===== src/rtl/deq_pkg.sv =====
// Shared codes and types for the double-ended queue.
package deq_pkg;

  typedef enum logic [2:0] {
    MODE_PUSH_FRONT = 3'd0,
    MODE_PUSH_REAR  = 3'd1,
    MODE_POP_FRONT  = 3'd2,
    MODE_POP_REAR   = 3'd3,
    MODE_QUERY      = 3'd4
  } mode_t;

  typedef enum logic [1:0] {
    STAT_DONE  = 2'd0,
    STAT_FULL  = 2'd1,
    STAT_EMPTY = 2'd2
  } status_t;

  typedef enum logic [1:0] {
    ST_IDLE,
    ST_READ,
    ST_OUT
  } st_t;

  localparam int MODE_W  = 3;
  localparam int VALUE_W = 32;
  localparam int STAT_W  = 2;
  localparam int IN_W    = ((MODE_W + VALUE_W + 7) / 8) * 8;

endpackage


===== src/rtl/deq_ram.sv =====
// Generic single-write, single-read RAM with registered read data.
module deq_ram #(
  parameter int WIDTH = 32,
  parameter int DEPTH = 16,
  localparam int AW = (DEPTH > 1) ? $clog2(DEPTH) : 1
) (
  input  logic             clk,
  input  logic             we,
  input  logic [AW-1:0]    waddr,
  input  logic [WIDTH-1:0] wdata,
  input  logic             re,
  input  logic [AW-1:0]    raddr,
  output logic [WIDTH-1:0] rdata
);

  logic [WIDTH-1:0] mem [DEPTH];

  always_ff @(posedge clk) begin
    if (we) begin
      mem[waddr] <= wdata;
    end
    if (re) begin
      rdata <= mem[raddr];
    end
  end

endmodule


===== src/rtl/double_ended_queue.sv =====
// Bounded double-ended queue of signed words held in a ring memory.
//
//  channel | direction | handshake         | contents
//  s_*     | in        | s_tvalid/s_tready | one operation item (mode, value)
//  m_*     | out       | m_tvalid/m_tready | one result item per operation
//
// Each item runs in order: the accept edge updates the indexes and
// writes the ring, the next edge reads front and rear entries from the two
// ring copies, and the result is then offered in ST_OUT and held until
// taken. A stalled result blocks the next item. Reset clears the indexes
// and the count; the ring contents need no clearing.
module double_ended_queue #(
  parameter int DEPTH      = 16,
  parameter int DATA_WIDTH = 32,
  localparam int CW    = $clog2(DEPTH + 1),
  localparam int OUT_W = ((deq_pkg::STAT_W + 2 * deq_pkg::VALUE_W + CW + 1 + 7) / 8) * 8
) (
  input  logic                     clk,
  input  logic                     rst,
  input  logic                     s_tvalid,
  output logic                     s_tready,
  input  logic [deq_pkg::IN_W-1:0] s_tdata,   // mode[2:0], value[34:3]
  output logic                     m_tvalid,
  input  logic                     m_tready,
  output logic [OUT_W-1:0]         m_tdata    // status, front_value, rear_value,
                                              // item_count, is_empty
);

  import deq_pkg::*;

  localparam int AW   = (DEPTH > 1) ? $clog2(DEPTH) : 1;
  localparam int WIDE = (DATA_WIDTH > VALUE_W) ? DATA_WIDTH : VALUE_W;
  localparam int PAD  = OUT_W - (STAT_W + 2 * VALUE_W + CW + 1);

  st_t            state, state_next;
  logic [AW-1:0]  head, head_next;
  logic [AW-1:0]  tail, tail_next;
  logic [CW-1:0]  count, count_next;
  status_t        status_q, status_next;

  logic                  accept_in;
  mode_t                 mode;
  logic signed [VALUE_W-1:0] value;
  logic signed [WIDE-1:0]    value_wide;
  logic                  we;
  logic [AW-1:0]         waddr;
  logic                  re;
  logic [AW-1:0]         rear_addr;
  logic [DATA_WIDTH-1:0] front_raw, rear_raw;
  logic signed [DATA_WIDTH-1:0] front_s, rear_s;
  logic signed [WIDE-1:0]       front_wide, rear_wide;
  logic [VALUE_W-1:0]    front_out, rear_out;
  logic                  full, empty;

  function automatic logic [AW-1:0] idx_inc(input logic [AW-1:0] i);
    return (i == AW'(DEPTH - 1)) ? '0 : AW'(i + 1'b1);
  endfunction

  function automatic logic [AW-1:0] idx_dec(input logic [AW-1:0] i);
    return (i == '0) ? AW'(DEPTH - 1) : AW'(i - 1'b1);
  endfunction

  assign mode       = mode_t'(s_tdata[MODE_W-1:0]);
  assign value      = s_tdata[MODE_W +: VALUE_W];
  assign value_wide = WIDE'(value);
  assign s_tready   = (state == ST_IDLE);
  assign accept_in  = s_tvalid & s_tready;
  assign full       = (count == CW'(DEPTH));
  assign empty      = (count == '0);

  always_comb begin
    state_next  = state;
    head_next   = head;
    tail_next   = tail;
    count_next  = count;
    status_next = status_q;
    we          = 1'b0;
    waddr       = tail;
    unique case (state)
      ST_IDLE: begin
        if (accept_in) begin
          state_next  = ST_READ;
          status_next = STAT_DONE;
          case (mode)
            MODE_PUSH_FRONT: begin
              if (full) begin
                status_next = STAT_FULL;
              end else begin
                head_next  = idx_dec(head);
                waddr      = idx_dec(head);
                we         = 1'b1;
                count_next = CW'(count + 1'b1);
              end
            end
            MODE_PUSH_REAR: begin
              if (full) begin
                status_next = STAT_FULL;
              end else begin
                tail_next  = idx_inc(tail);
                waddr      = tail;
                we         = 1'b1;
                count_next = CW'(count + 1'b1);
              end
            end
            MODE_POP_FRONT: begin
              if (empty) begin
                status_next = STAT_EMPTY;
              end else begin
                head_next  = idx_inc(head);
                count_next = CW'(count - 1'b1);
              end
            end
            MODE_POP_REAR: begin
              if (empty) begin
                status_next = STAT_EMPTY;
              end else begin
                tail_next  = idx_dec(tail);
                count_next = CW'(count - 1'b1);
              end
            end
            default: begin
            end
          endcase
        end
      end
      ST_READ: begin
        state_next = ST_OUT;
      end
      ST_OUT: begin
        if (m_tready) begin
          state_next = ST_IDLE;
        end
      end
      default: begin
        state_next = ST_IDLE;
      end
    endcase
  end

  always_ff @(posedge clk) begin
    if (rst) begin
      state    <= ST_IDLE;
      head     <= '0;
      tail     <= '0;
      count    <= '0;
      status_q <= STAT_DONE;
    end else begin
      state    <= state_next;
      head     <= head_next;
      tail     <= tail_next;
      count    <= count_next;
      status_q <= status_next;
    end
  end

  assign re        = (state == ST_READ);
  assign rear_addr = idx_dec(tail);

  deq_ram #(
    .WIDTH(DATA_WIDTH),
    .DEPTH(DEPTH)
  ) u_front_ram (
    .clk  (clk),
    .we   (we),
    .waddr(waddr),
    .wdata(value_wide[DATA_WIDTH-1:0]),
    .re   (re),
    .raddr(head),
    .rdata(front_raw)
  );

  deq_ram #(
    .WIDTH(DATA_WIDTH),
    .DEPTH(DEPTH)
  ) u_rear_ram (
    .clk  (clk),
    .we   (we),
    .waddr(waddr),
    .wdata(value_wide[DATA_WIDTH-1:0]),
    .re   (re),
    .raddr(rear_addr),
    .rdata(rear_raw)
  );

  assign front_s    = front_raw;
  assign rear_s     = rear_raw;
  assign front_wide = WIDE'(front_s);
  assign rear_wide  = WIDE'(rear_s);
  assign front_out  = empty ? '1 : front_wide[VALUE_W-1:0];
  assign rear_out   = empty ? '1 : rear_wide[VALUE_W-1:0];

  assign m_tvalid = (state == ST_OUT);
  assign m_tdata  = {{PAD{1'b0}}, empty, count, rear_out, front_out, status_q};

endmodule

===== config.mk =====
export PLATFORM = sky130hd
export DESIGN_NAME = double_ended_queue
export DESIGN_NICKNAME = d
export VERILOG_FILES = /design/src/rtl/deq_pkg.sv /design/src/rtl/deq_ram.sv /design/src/rtl/double_ended_queue.sv
export SDC_FILE = /design/constraint.sdc
export NUM_CORES = 1
export LEC_CHECK = 0
export ABC_AREA = 1
export BUFFER_PORTS_ARGS = -buffer_cell sky130_fd_sc_hd__buf_4
export CAP_MARGIN = 20
export CORE_MARGIN = 2
export CORE_UTILIZATION = 23
export DETAILED_ROUTE_END_ITERATION = 6
export GPL_ROUTABILITY_DRIVEN = 0
export PLACE_DENSITY = 0.39
export SLEW_MARGIN = 0
export SYNTH_ARGS = -nofsm -noshare
export SYNTH_HDL_FRONTEND = slang
export SYNTH_SLANG_ARGS = --single-unit
export TNS_END_PERCENT = 10

===== constraint.sdc =====
create_clock -name clk -period 6.07 [get_ports clk]
set_input_delay 1.214 -clock clk [delete_from_list [all_inputs] [get_ports clk]]
set_output_delay 1.214 -clock clk [all_outputs]
set_load 0.02 [all_outputs]

==> results.json <==
{
  "async_flop_share_pct": 0,
  "initial_utilization_pct": 23.1,
  "critical-path-max-stage-delay_ns": 0.79,
  "crit_path_start_kind": "register",
  "ant_nets": 0,
  "endpoint": "u_rear_ram.rdata[31]",
  "die_area_um2": 135000,
  "grt_usage_pct": 16.1,
  "crit_chain": "inv_1 > ha_4 > nand2_8 > buf_4 > buf_4 > nand3_1 > nand3_1 > nand3_1 > nand3_1 > nand2_1",
  "routedWlPerCell_um": 21.5,
  "syn_area_um2": 30400,
  "antenna_found_initial": 6,
  "end_kind": "register",
  "period_minus_slack_ns": 4.34,
  "reg2reg_to": "u_rear_ram.rdata[31]",
  "insertion_delay_ns": 0.63,
  "root_buffer": "clkbuf_16",
  "tns_ns": 0,
  "arrival_ns": 4.69,
  "fin_nets": 3418,
  "vdd_drop_max_uv": 206,
  "vias": 24100,
  "grt_pass1_wl_um": 161000,
  "synth_flop_cell": "edfxtp_1",
  "detailedPlace.worstSlack_ns": 1.76,
  "area_delta_synth_final_pct": 15.7,
  "timing.final.crit_share_pct": 71.5,
  "crit_start": "tail[0]",
  "postCtsSetupBuffers": 0,
  "max-slew-margin-rel_pct": 26.1,
  "cts_hold_buf": 0,
  "fin_skew_ns": 0.0329,
  "finalSetupViolations": 0,
  "ys_types": 33,
  "viasPerCell": 4.65,
  "fin_ws_ns": 1.73,
  "yosysTopAreaCellShare_pct": 56.8,
  "tritoncts": "yes",
  "outcome": "complete, no violations",
  "maxSlewViolCount": 0,
  "worstReg2RegStart": "tail[0]",
  "p_leak_uw": 0.0138,
  "max_freq_mhz": 230,
  "numCtsBuffers": 73,
  "port_buffers": 112,
  "hold_class": "reg2reg",
  "cp_top_family": "buffers and inverters",
  "power.total_uw": 10200,
  "cp.depth": 10,
  "die_w_um": 368,
  "required_ns": 6.42,
  "postRouteWirelength_um": 111000,
  "grt.overflow.total": 0,
  "syn_nets": 3427,
  "n_antenna_cell": 0,
  "ys_ff_latch": 593,
  "synth_edf_count": 576,
  "maxCapViolCount": 0,
  "path_max_fanout": 86,
  "clock_sinks": 593,
  "num_rows": 133,
  "grt_start_max_net_pins": 221,
  "num_io_pins": 118,
  "synth.area.top_cells": "edfxtp_1, nand3_1, nand2_1, inv_1, a21oi_1",
  "ys_seq_area_share_pct": 58.0,
  "clock_path_buffers": 3,
  "grt_pass1_vias": 23300,
  "worstSetupPathType": "reg2reg",
  "tightest_slew_ns": 1.11,
  "rrSetupSlack_ns": 1.73,
  "rsz0062_at_grt": "no",
  "power_density_nw_per_um2": 288,
  "cp_common_cell": "nand3_1",
  "ff2ff_path_depth": 10,
  "drive_gt1_share_pct": 10.7,
  "synth_cells": 3374,
  "slowest_stage": "dfxtp_4",
  "path_buf_inv": 3,
  "core_area_um2": 131000,
  "ctsResizeCount": 0,
  "htreeDepth": 3,
  "utilization_pct": 26.8,
  "syn_area_per_cell_um2": 9.02,
  "clkTransAtPathRegs_ns": 0.05,
  "yosysTopAreaCell": "edfxtp_1",
  "post-dp-hpwl_um": 57200,
  "finalHoldViolations": 0,
  "die_h_um": 368,
  "dr.pass1.iters": 5,
  "drt_iter0_drc": 2272,
  "yosysWarningCount": 0,
  "drc_errors": 0
}
## metal layers
| layer | vias to the layer above | share of wire, % | track usage [%] |
|---|---|---|---|
| met5 | - | 0.034 | 0 |
| met3 | 139 | 6.3 | 2.64 |
| met1 | 11700 | 46 | 22.1 |
| li1 | 11500 | - | - |
| met4 | 6 | 2.2 | 4.37 |
| met2 | 738 | 46 | 26.2 |
## cells in the mapped netlist (3+ instances only)
cell,number
clkbuf_1,88
a21oi_1,263
nand4_1,3
inv_2,6
buf_1,42
or2_1,5
nand3_2,3
inv_1,452
o211ai_1,5
edfxtp_1,576
buf_4,30
nand2_1,575
buf_2,80
nor2_1,46
xor2_1,7
or2_2,60
o21ai_0,260
dfxtp_1,17
buf_6,9
nand3_1,825
ha_1,8
## per-stage QoR
stage,hold slack (ns),instances,cell area [um2]
finish,0.532,5170,35200
global route,0.575,5170,35200
CTS,0.534,5170,35200
detailed placement,0.525,5045,32900
global placement,0.517,5044,32900
floorplan,0.484,3374,30400
## sequential cells by signal (all words and copies together) (netlist names)
name	flops
count	5
status_q	2
u_rear_ram.mem	512
u_front_ram.rdata	32
state	2
u_rear_ram.rdata	32
head	4
tail	4
## layout make-up
cell class	instances	area (um2)
tap	1755	2200
sequential	593	17700
fill	14000	96300
timing repair buffer	166	1320
inverter	458	1740
multi-input combinational	2073	10000
clock buffer	93	1970
clock inverter	32	315
## kinds of logic after synthesis
family,synth area share (%)
compound gates,8.87
xor+xnor,0.230
fa+ha+maj,0.395
buf+inv,9.66
flops,58.0
simple gates,22.9
## tightest hold or removal path, cell delays in order, from the launching register on
cell,delay [ns]
dfxtp_1,0.35
nand2_1,0.08
a21oi_1,0.06
## power by group
group          switching, uW  internal [uW]  total [uW]  leakage (uW)
clock                   1780           2530        4310       0.00111
combinational            905            334        1240       0.00733
sequential              44.1           4560        4600       0.00534
## cells in the final DEF (no fill, tap or decap), drive strengths merged, types with 3 or more instances in the layout
cell type  netlist  final
nand3          828    828
nand2          577    577
edfxtp         576    576
inv            458    458
a21oi          263    263
o21ai          263    263
buf            161    166
clkbuf          89     93
or2             65     65
nor2            48     48
clkinv           0     25
dfxtp           17     17
ha               8      8
xor2             7      7
bufinv           0      6
o211ai           5      5
nand4            3      3
## how the worst min path moves through the flow
stage	slack, ns	endpoint	start	cells after the start
floorplan	0.48	state[1]	state[0]	2
global placement	0.52	count[2]	count[2]	2
finish	0.53	count[3]	count[3]	2
global route	0.57	count[2]	count[2]	2
detailed placement	0.52	count[3]	count[3]	2
CTS	0.53	count[3]	count[3]	2
Note: power is estimated with default switching activity, not from simulation.
